File: src/rtl/nonce_replay_cache_unit_macros.svh
// Assertion macros for the nonce replay cache unit.
// Used by the controller and datapath modules; relies on clk_i and rst_ni in scope.
`ifndef NONCE_REPLAY_CACHE_UNIT_MACROS_SVH
`define NONCE_REPLAY_CACHE_UNIT_MACROS_SVH
`ifndef SYNTH
// Property that must hold at every clock edge outside reset.
`define NRC_ASSERT(lbl, prop, msg) \
  lbl: assert property (@(posedge clk_i) disable iff (!rst_ni) prop) else $error(msg);
// Condition that must never be true outside reset.
`define NRC_ASSERT_NEVER(lbl, cond, msg) \
  `NRC_ASSERT(lbl, !(cond), msg)
`else
`define NRC_ASSERT(lbl, prop, msg)
`define NRC_ASSERT_NEVER(lbl, cond, msg)
`endif
`endif

File: src/rtl/nrc_pkg.sv
// Shared types and constants of the nonce replay cache unit.
// No dependencies; used by the controller, datapath and top level.
`default_nettype none
package nrc_pkg;

  localparam int unsigned NONCE_W = 32;
  localparam int unsigned TIME_W  = 31;

  // Operation codes of a request.
  localparam logic OP_ADD   = 1'b0;
  localparam logic OP_CHECK = 1'b1;

  // Commands from the controller to the datapath.
  typedef struct packed {
    logic load;    // capture the request and clear the scan state
    logic issue;   // read the slot at the scan counter and advance it
    logic commit;  // write back an add and present the result
  } nrc_cmd_t;

  // Status from the datapath to the controller.
  typedef struct packed {
    logic cnt_last;  // the scan counter points at the last slot
  } nrc_sts_t;

endpackage
`default_nettype wire

File: src/rtl/nrc_ram.sv
// Generic single-write, single-read RAM with registered read data.
// No dependencies.
`default_nettype none
module nrc_ram #(
  parameter int unsigned WIDTH = 8,
  parameter int unsigned DEPTH = 16,
  localparam int unsigned AW = (DEPTH > 1) ? $clog2(DEPTH) : 1
) (
  input  wire logic             clk_i,
  input  wire logic             we_i,
  input  wire logic [AW-1:0]    waddr_i,
  input  wire logic [WIDTH-1:0] wdata_i,
  input  wire logic [AW-1:0]    raddr_i,
  output logic      [WIDTH-1:0] rdata_o
);

  logic [WIDTH-1:0] mem_q [DEPTH];
  logic [WIDTH-1:0] rdata_q;

  // Write port and registered read port.
  always_ff @(posedge clk_i) begin
    if (we_i) begin
      mem_q[waddr_i] <= wdata_i;
    end
    rdata_q <= mem_q[raddr_i];
  end

  assign rdata_o = rdata_q;

endmodule
`default_nettype wire

File: src/rtl/nrc_ctrl.sv
// Controller state machine of the nonce replay cache unit.
// Depends on nrc_pkg and the assertion macro header.
`default_nettype none
`include "nonce_replay_cache_unit_macros.svh"
module nrc_ctrl
  import nrc_pkg::*;
(
  input  wire logic     clk_i,
  input  wire logic     rst_ni,
  input  wire logic     start,
  output logic          busy,
  output nrc_cmd_t      cmd_o,
  input  wire nrc_sts_t sts_i
);

  localparam logic [1:0] S_IDLE   = 2'd0;
  localparam logic [1:0] S_SCAN   = 2'd1;
  localparam logic [1:0] S_DRAIN  = 2'd2;
  localparam logic [1:0] S_COMMIT = 2'd3;

  logic [1:0] state_q, state_d;

  // Next state and commands.
  always_comb begin
    state_d      = state_q;
    cmd_o        = '0;
    case (state_q)
      S_IDLE: begin
        if (start) begin
          cmd_o.load = 1'b1;
          state_d    = S_SCAN;
        end
      end
      S_SCAN: begin
        cmd_o.issue = 1'b1;
        if (sts_i.cnt_last) begin
          state_d = S_DRAIN;
        end
      end
      S_DRAIN: begin
        // The last slot's read data is evaluated in this cycle.
        state_d = S_COMMIT;
      end
      S_COMMIT: begin
        cmd_o.commit = 1'b1;
        state_d      = S_IDLE;
      end
      default: begin
        state_d = S_IDLE;
      end
    endcase
  end

  always_ff @(posedge clk_i or negedge rst_ni) begin
    if (!rst_ni) begin
      state_q <= S_IDLE;
    end else begin
      state_q <= state_d;
    end
  end

  assign busy = (state_q != S_IDLE);

  `NRC_ASSERT(a_start_scan, (state_q == S_IDLE && start) |=> (state_q == S_SCAN), "Accepted request did not start a scan.")
  `NRC_ASSERT(a_drain_after_last, (state_q == S_DRAIN) |-> $past(cmd_o.issue && sts_i.cnt_last), "Drain entered before the last slot was read.")
  `NRC_ASSERT(a_commit_once, (state_q == S_COMMIT) |=> (state_q == S_IDLE), "Commit did not return to idle.")

endmodule
`default_nettype wire

File: src/rtl/nrc_dp.sv
// Datapath of the nonce replay cache unit: valid bits, slot RAM, scan and result.
// Depends on nrc_pkg, nrc_ram and the assertion macro header.
`default_nettype none
`include "nonce_replay_cache_unit_macros.svh"
module nrc_dp
  import nrc_pkg::*;
#(
  parameter int unsigned ENTRIES = 16,
  localparam int unsigned IW = (ENTRIES > 1) ? $clog2(ENTRIES) : 1
) (
  input  wire logic               clk_i,
  input  wire logic               rst_ni,
  input  wire nrc_cmd_t           cmd_i,
  output nrc_sts_t                sts_o,
  input  wire logic               operation_i,
  input  wire logic [NONCE_W-1:0] nonce_value_i,
  input  wire logic [TIME_W-1:0]  expiry_time_i,
  input  wire logic [TIME_W-1:0]  current_time_i,
  output logic                    done_o,
  output logic                    fresh_o,
  output logic                    evicted_o
);

  localparam int unsigned WORD_W = NONCE_W + TIME_W;

  // Captured request.
  logic               op_q;
  logic [NONCE_W-1:0] nonce_q;
  logic [TIME_W-1:0]  exp_q;
  logic [TIME_W-1:0]  now_q;

  // Scan state.
  logic [IW-1:0]      cnt_q;
  logic               eval_vld_q;
  logic [IW-1:0]      eval_idx_q;
  logic [ENTRIES-1:0] valid_q, valid_d;

  // Accumulators over the scan.
  logic               found_q;
  logic               free_found_q;
  logic [IW-1:0]      free_idx_q;
  logic               best_any_q;
  logic [IW-1:0]      best_idx_q;
  logic [TIME_W-1:0]  best_exp_q;

  // Result registers.
  logic done_q, fresh_q, evicted_q;

  // Slot RAM signals.
  logic [WORD_W-1:0]  rdata;
  logic [NONCE_W-1:0] ent_nonce;
  logic [TIME_W-1:0]  ent_exp;
  logic               ent_v;
  logic               ram_we;
  logic [IW-1:0]      slot;

  assign ent_nonce = rdata[WORD_W-1:TIME_W];
  assign ent_exp   = rdata[TIME_W-1:0];
  assign ent_v     = valid_q[eval_idx_q];
  assign slot      = free_found_q ? free_idx_q : best_idx_q;
  assign ram_we    = cmd_i.commit && (op_q == OP_ADD);

  nrc_ram #(
    .WIDTH (WORD_W),
    .DEPTH (ENTRIES)
  ) u_slot_ram (
    .clk_i   (clk_i),
    .we_i    (ram_we),
    .waddr_i (slot),
    .wdata_i ({nonce_q, exp_q}),
    .raddr_i (cnt_q),
    .rdata_o (rdata)
  );

  assign sts_o.cnt_last = (cnt_q == IW'(ENTRIES - 1));

  // Request capture; payload needs no reset.
  always_ff @(posedge clk_i) begin
    if (cmd_i.load) begin
      op_q    <= operation_i;
      nonce_q <= nonce_value_i;
      exp_q   <= expiry_time_i;
      now_q   <= current_time_i;
    end
  end

  // Valid bits: a check purges expired entries as they are scanned, an add sets its slot.
  always_comb begin
    valid_d = valid_q;
    if (eval_vld_q && (op_q == OP_CHECK) && ent_v && (ent_exp <= now_q)) begin
      valid_d[eval_idx_q] = 1'b0;
    end
    if (ram_we) begin
      valid_d[slot] = 1'b1;
    end
  end

  // Scan counter, read pipeline, accumulators and result.
  always_ff @(posedge clk_i or negedge rst_ni) begin
    if (!rst_ni) begin
      valid_q      <= '0;
      cnt_q        <= '0;
      eval_vld_q   <= 1'b0;
      eval_idx_q   <= '0;
      found_q      <= 1'b0;
      free_found_q <= 1'b0;
      free_idx_q   <= '0;
      best_any_q   <= 1'b0;
      best_idx_q   <= '0;
      best_exp_q   <= '0;
      done_q       <= 1'b0;
      fresh_q      <= 1'b0;
      evicted_q    <= 1'b0;
    end else begin
      valid_q    <= valid_d;
      eval_vld_q <= cmd_i.issue;
      eval_idx_q <= cnt_q;
      if (cmd_i.load) begin
        cnt_q        <= '0;
        found_q      <= 1'b0;
        free_found_q <= 1'b0;
        best_any_q   <= 1'b0;
      end else if (cmd_i.issue) begin
        cnt_q <= cnt_q + IW'(1);
      end
      // Evaluate the slot whose data arrived from the RAM this cycle.
      if (eval_vld_q) begin
        if (ent_v && (ent_nonce == nonce_q)) begin
          found_q <= 1'b1;
        end
        if (!ent_v && !free_found_q) begin
          free_found_q <= 1'b1;
          free_idx_q   <= eval_idx_q;
        end
        // Strict compare keeps the lowest slot on an expiry tie.
        if (ent_v && (!best_any_q || (ent_exp < best_exp_q))) begin
          best_any_q <= 1'b1;
          best_idx_q <= eval_idx_q;
          best_exp_q <= ent_exp;
        end
      end
      done_q <= cmd_i.commit;
      if (cmd_i.commit) begin
        fresh_q   <= (op_q == OP_CHECK) && !found_q;
        evicted_q <= (op_q == OP_ADD) && !free_found_q;
      end
    end
  end

  assign done_o    = done_q;
  assign fresh_o   = fresh_q;
  assign evicted_o = evicted_q;

  `NRC_ASSERT(a_done_from_commit, done_q |-> $past(cmd_i.commit), "Result strobe without a commit.")
  `NRC_ASSERT_NEVER(a_flags_exclusive, done_q && fresh_q && evicted_q, "Fresh and evicted set together.")
  `NRC_ASSERT(a_add_sets_valid, ram_we |=> valid_q[$past(slot)], "Written slot not marked valid.")

endmodule
`default_nettype wire

File: src/rtl/nonce_replay_cache_unit.sv
// Top level of the nonce replay cache unit: controller plus datapath.
// Depends on nrc_pkg, nrc_ctrl, nrc_dp and nrc_ram.
//
//   Channel   Handshake          Fields
//   request   start / busy       operation_i, nonce_value_i, expiry_time_i, current_time_i
//   result    done_o (strobe)    fresh_o, evicted_o
//
// A request is accepted in the idle state and then passes through the scan, drain and
// commit states: one slot is read from the slot RAM per cycle, the drain state drains
// the registered read, the commit state commits, and the controller returns to idle,
// in which it can accept again. The result strobe comes in that idle cycle and may
// overlap the next request's acceptance.
// Reset clears all valid bits at once, so the table is empty with no clearing pass.
// The receiver cannot stall; each result is shown for exactly one cycle.
`default_nettype none
module nonce_replay_cache_unit
  import nrc_pkg::*;
#(
  parameter int unsigned ENTRIES = 16
) (
  input  wire logic               clk_i,
  input  wire logic               rst_ni,
  input  wire logic               start,
  output logic                    busy,
  input  wire logic               operation_i,
  input  wire logic signed [NONCE_W-1:0] nonce_value_i,
  input  wire logic [TIME_W-1:0]  expiry_time_i,
  input  wire logic [TIME_W-1:0]  current_time_i,
  output logic                    done_o,
  output logic                    fresh_o,
  output logic                    evicted_o
);

  nrc_cmd_t cmd;
  nrc_sts_t sts;

  nrc_ctrl u_ctrl (
    .clk_i  (clk_i),
    .rst_ni (rst_ni),
    .start  (start),
    .busy   (busy),
    .cmd_o  (cmd),
    .sts_i  (sts)
  );

  nrc_dp #(
    .ENTRIES (ENTRIES)
  ) u_dp (
    .clk_i          (clk_i),
    .rst_ni         (rst_ni),
    .cmd_i          (cmd),
    .sts_o          (sts),
    .operation_i    (operation_i),
    .nonce_value_i  (nonce_value_i),
    .expiry_time_i  (expiry_time_i),
    .current_time_i (current_time_i),
    .done_o         (done_o),
    .fresh_o        (fresh_o),
    .evicted_o      (evicted_o)
  );

endmodule
`default_nettype wire

File: config.mk
export PLATFORM = sky130hd
export DESIGN_NAME = nonce_replay_cache_unit
export DESIGN_NICKNAME = d
export VERILOG_FILES = /design/src/rtl/nrc_pkg.sv /design/src/rtl/nrc_ram.sv /design/src/rtl/nrc_ctrl.sv /design/src/rtl/nrc_dp.sv /design/src/rtl/nonce_replay_cache_unit.sv
export VERILOG_INCLUDE_DIRS = /design/src /design/src/rtl
export SDC_FILE = /design/constraint.sdc
export NUM_CORES = 1
export LEC_CHECK = 0
export BUFFER_PORTS_ARGS = -buffer_cell sky130_fd_sc_hd__buf_2
export CORE_ASPECT_RATIO = 0.5
export CORE_UTILIZATION = 58
export CTS_BUF_LIST = sky130_fd_sc_hd__clkbuf_4
export DETAILED_ROUTE_END_ITERATION = 8
export PLACE_DENSITY = 0.8
export SLEW_MARGIN = 20
export SYNTH_ARGS = -nofsm -noshare
export SYNTH_HDL_FRONTEND = slang
export SYNTH_HIERARCHICAL = 1
export SYNTH_SLANG_ARGS = --single-unit
File: constraint.sdc
create_clock -name clk_i -period 6.7 [get_ports clk_i]
set_input_delay 1.34 -clock clk_i [delete_from_list [all_inputs] [get_ports clk_i]]
set_output_delay 1.34 -clock clk_i [all_outputs]
set_load 0.02 [all_outputs]
# Yosys cells after proc, flatten, opt, wreduce, memory -nomap -nowiden
# Memory sizes are Yosys's and may differ from the RTL's. A register that Yosys moved wholly into a read port is not among the register bits.
# Cells that the tools add are included.
[op_classes]
order_cmp = 6
add_sub_neg = 1
bitwise = 4
n_eq_ne = 7
n_reduce_logical = 22
n_mux = 29
[op_table]
columns = ["op", "n"]
rows = [
  ["32-bit == test", 1],
  ["16-bit two-way mux", 2],
  ["31-bit <= comparator", 1],
  ["31-bit < comparator", 1],
  ["1-bit two-way mux", 18],
  ["16-bit bitwise AND", 1],
  ["16-bit NOT", 1],
  ["16-bit OR", 1],
  ["4-bit two-way mux", 3],
  ["1-bit logical AND", 11],
  ["4-bit by 5-bit < comparator with 1-bit output (second input constant)", 2],
  ["1-bit demux with 4-bit select", 2],
  ["4-bit by 1-bit >= comparator with 1-bit output (second input constant)", 2],
  ["2-bit case mux with 4 select lines", 1],
  ["2-bit AND reduction", 3],
  ["4-bit by 1-bit adder with 4-bit output (second input constant)", 1],
  ["1-bit binary-select mux with 4-bit select", 1],
  ["2-bit == test (second input constant)", 2],
  ["4-bit == test (second input constant)", 1],
  ["1-bit logical NOT", 4],
  ["2-bit two-way mux", 2],
  ["2-bit != test (second input constant)", 2],
  ["2-bit nonzero test", 2],
  ["2-bit by 1-bit == test with 1-bit output (second input constant)", 1],
  ["3 further kinds", 3],
]
[word_totals]
register_bits = 167
out_inout_bits = 4
ram_bits = 1008
n_memories = 1
word_cells = 88
[memory_table]
columns = ["name", "depth", "word_bits", "read_ports", "rd_ports_with_merged_regs", "wr", "line_no", "rtl"]
rows = [
  ["u_dp.u_slot_ram.mem_q", 16, 63, 1, 1, 1, "nrc_ram.sv:17", "logic [WIDTH-1:0] mem_q [DEPTH];"],
]

# Depth between registers and ports, before layout
[depth]
word_depth = 9
ltp_mapped = 9

# By module
# Netlist, hierarchy kept.
[by_module_without_submodules]
columns = ["module", "seq_area_each_um2", "cells_each", "area_per_inst_um2", "instances"]
rows = [
  ["nrc_ram", 31530.2, 1622, 38989.9, 1],
  ["nrc_dp", 4604.4, 598, 7892.6, 1],
  ["nrc_ctrl", 50.0, 16, 171.4, 1],
]

# Worst setup path before layout
# OpenSTA, ideal clock, no wires.
[synth_timing]
kind = "flip-flop to flip-flop"
from = "reg u_dp.free_found_q"
to = "mem u_dp/u_slot_ram/mem_q[0][0] (netlist bit) (enable)"
slack_ps = 480
setup_ps = 561
stages_incl_launch_ff = 6
arrival_ps = 5659
cell_sequence = "dfrtp_1 > buf_2 > mux2i_1 > inv_1 > or3b_2 > nor3_1"
[synth_via]
elab_chain_cells = 1
[synth_lines]
columns = ["item", "line_no", "rtl"]
rows = [
  ["start, declared", "nrc_dp.sv:40", "logic free_found_q;"],
  ["start signal, assigned", "nrc_dp.sv:106", "free_found_q <= 1'b0;"],
  ["start signal, assigned", "nrc_dp.sv:121", "free_found_q <= 1'b0;"],
  ["start signal, assigned", "nrc_dp.sv:132", "free_found_q <= 1'b1;"],
  ["4-bit two-way mux", "nrc_dp.sv:60", "assign slot = free_found_q ? free_idx_q : best_idx_q;"],
  ["net u_dp.slot[2]", "nrc_dp.sv:55", "logic [IW-1:0] slot;"],
  ["end, declared", "nrc_ram.sv:17", ""],
]
# The timed path passes the listed nets, and every way through them passes these cells.

# Final worst setup path
[layout_timing]
from = "reg u_dp.free_found_q"
to = "mem u_dp/u_slot_ram/mem_q[2][35] (netlist bit) (enable)"
# The elaborated chain is that of the path after synthesis.

==> results.sh <==
export IMPL_status="finished, final reports clean"
export IMPL_finalCritPeriodShare_pct=54.4
export IMPL_place_port_buffers=101
export IMPL_max_cap_violations=0
export IMPL_ctsResizeCount=0
export IMPL_synth_top_area_share_pct=70.4
export IMPL_areaGrowthSynthToFinish_pct=11.1
export IMPL_grt_pass1_vias=24300
export IMPL_htreeDepth=5
export IMPL_seq_area_frac_synth_pct=76.9
export IMPL_fin_tns_setup_ns=0
export IMPL_grt_overflow_total=0
export IMPL_vias=23700
export IMPL_die_w_um=405
export IMPL_ant_nets=0
export IMPL_async_flop_share_pct=5.82
export IMPL_wire_per_inst_um=26.1
export IMPL_fin_crit_ns=3.65
export IMPL_drt_first_pass_iters=7
export IMPL_grt_max_degree=113
export IMPL_grt_pass1_wl_um=149000
export IMPL_critPathCaptureType="flop"
export IMPL_antenna_found_initial=8
export IMPL_syn_inst=2236
export IMPL_layout_drive_gt1_share_pct=32.9
export IMPL_power_density_mw_per_mm2=392
export IMPL_clk_pin_slew_ns=0.08
export IMPL_worstSetupStartpointType="flop"
export IMPL_fin_skew_ns=0.0583
export IMPL_rows=73
export IMPL_initial_utilization_pct=58.9
export IMPL_place_congestion=0.838
export IMPL_drt_vias_per_instance=6.16
export IMPL_syn_area_mm2=0.0471
export IMPL_synth_commonest_cells="edfxtp_1, mux4_2, a22oi_1, nand2_1, inv_1"
export IMPL_fmax_mhz=274
export IMPL_final_util_pct=65.5
export IMPL_dieArea_mm2=0.0823
export IMPL_dr_first_iter_drc_count=2590
export IMPL_worstPathArrival_ns=4.36
export IMPL_drc=0
export IMPL_required_ns=7.41
export IMPL_yosys_most_used_dff="edfxtp_1"
export IMPL_setup_violations=0
export IMPL_dp_final_hpwl_um=53600
export IMPL_fin_area_mm2=0.0523
export IMPL_rsz0062_at_grt="no"
export IMPL_finalMaxSlewViolations=0
export IMPL_power_leakage_nw=17.6
export IMPL_synth_distinct_cells=58
export IMPL_crit_path_max_fanout=37
export IMPL_dp_cells=3368
export IMPL_core_area_mm2=0.0798
export IMPL_cts_tree="built"
export IMPL_clockBufferDepth=4
export IMPL_critPathLaunch="u_dp/free_found_q$_DFF_PN0_"
export IMPL_drt_wl_total_um=100000
export IMPL_die_h_um=203
export IMPL_worst_r2r_path_depth=5
export IMPL_relSlewSlack_pct=21.8
export IMPL_nets=2732
export IMPL_cts_root_buf="clkbuf_4"
export IMPL_ys_warn_count=6
export IMPL_timing_rr_start="u_dp/free_found_q$_DFF_PN0_"
export IMPL_insertion_delay_ns=1.14
export IMPL_ys_top_cells_by_area="edfxtp_1, mux4_2, dfrtp_1, dfxtp_1, a22oi_1"
export IMPL_final_cells=3839
export IMPL_avgSynthCellArea_um2=21.0
export IMPL_postCtsSetupBuffers=0
export IMPL_yosysTopAreaCell="edfxtp_1"
export IMPL_worst_slew_pin_slew_ns=1.17
export IMPL_syn_nets=2401
export IMPL_ios=102
export IMPL_hold_path_class="in -> async"
export IMPL_cts_made_buffers=284
export IMPL_synth_edff_count=1103
export IMPL_place_area_mm2=0.0489
export IMPL_yosysMostFrequentCell="edfxtp_1"
export IMPL_numClockSinks=1238
export IMPL_hold_buffers=0
export IMPL_hold_viol=0
export IMPL_ir_drop_v=0.000245
export IMPL_ys_seq_elements=1238
export IMPL_power_mw=20.5
export IMPL_crit_type="reg -> reg"
export IMPL_groute_usage_overall_pct=24.9
## state kept, by name (all words and copies together) (netlist names), 2 cells and up
name                     cells
u_dp/cnt_q                   4
u_dp/free_idx_q              4
u_dp/exp_q                  31
u_dp/u_slot_ram/rdata_o     63
u_dp/best_idx_q              4
u_dp/u_slot_ram/mem_q     1008
u_ctrl/state_q               2
u_dp/best_exp_q             31
u_dp/eval_idx_q              4
u_dp/nonce_q                32
u_dp/now_q                  31
u_dp/valid_q                16
## power breakdown
group / internal [mW] / switching [mW] / leakage (nW)
combinational: 2.26 / 2.47 / 4.21
sequential: 9.36 / 0.684 / 11.4
clock: 2.93 / 2.75 / 2.06
## worst paths after layout
check                                                    endpoint  slack, ns
hold / removal                    u_dp/best_exp_q[15]$_DFFE_PN0P_       0.35
setup / recovery           u_dp/u_slot_ram/mem_q[2][35]$_DFFE_PP_       3.05
max in group asynchronous               u_dp/cnt_q[0]$_DFFE_PN0P_       5.59
setup reg to reg           u_dp/u_slot_ram/mem_q[2][35]$_DFFE_PP_       3.05
min in group clk_i                     u_dp/nonce_q[16]$_DFFE_PP_       0.38
hold reg to reg                          u_dp/fresh_o$_DFFE_PN0P_       0.46
## critical path: stages (launching register included)
cell	delay, ns
dfrtp_1	0.52
mux2i_1	0.34
inv_1	0.16
or3b_2	0.59
nor2_4	0.86
buf_4	0.73
## routing by layer
| layer | up-vias | global-route usage (%) | wire length [um] |
|---|---|---|---|
| li1 | 9966 | - | - |
| met1 | 12100 | 36.0 | 39300 |
| met2 | 1419 | 37.8 | 47100 |
| met3 | 169 | 5.98 | 11400 |
| met4 | 2 | 8.77 | 2170 |
| met5 | - | 0 | 13 |
## placed cells by master, fill, tap and decap left out, drive strengths merged, types with 2 or more instances in the layout
master	Yosys	layout
a221oi	2	2
o32a	5	5
mux2	42	42
nand3b	3	3
edfxtp	1103	1103
nand3	6	6
nor2b	5	5
a31oi	14	14
o211ai	4	4
a21oi	24	24
a211oi	3	3
nor3	11	11
clkinv	0	34
o21ai	11	11
nor2	54	54
buf	45	138
mux4	256	256
dfrtp	72	72
nand2b	6	6
nor3b	2	2
xnor2	33	33
nand2	96	96
diode	0	5
nor4	6	6
a21o	4	4
and4	5	5
xor2	2	2
inv	75	78
and3	4	4
mux2i	6	6
and2	3	3
clkbuf	48	428
a22oi	126	126
o22ai	3	3
ha	67	67
or3b	2	2
nand4	13	13
dfxtp	63	63
## cell type report
cell class | instances | area (um2)
repair buffers | 138 | 823
inverters | 75 | 282
clock inverters | 38 | 175
fillers | 5042 | 27600
well taps | 1087 | 1360
diodes | 5 | 12.5
multi-input cells | 830 | 10200
clock buffers | 428 | 3210
flip-flops and latches | 1238 | 36200
## logic make-up after synthesis
family                   share of synthesized area [%]
flip-flops                                        76.9
AND/OR/NAND/NOR                                   2.14
buffers and inverters                             1.74
multiplexers                                      13.6
adder cells (fa/ha/maj)                           1.78
XOR/XNOR                                         0.651
AO/OA/AOI/OAI                                     3.17
## through the flow
stage | setup WS, ns | hold WS, ns
5_1_grt | 2.93 | 0.304
3_5_place_dp | 3.17 | 0.448
6_report | 3.05 | 0.354
2_1_floorplan | 0.480 | 0.417
3_3_place_gp | 3.23 | 0.444
4_1_cts | 3.08 | 0.242
No activity file was read; power rests on OpenSTA's default activity.
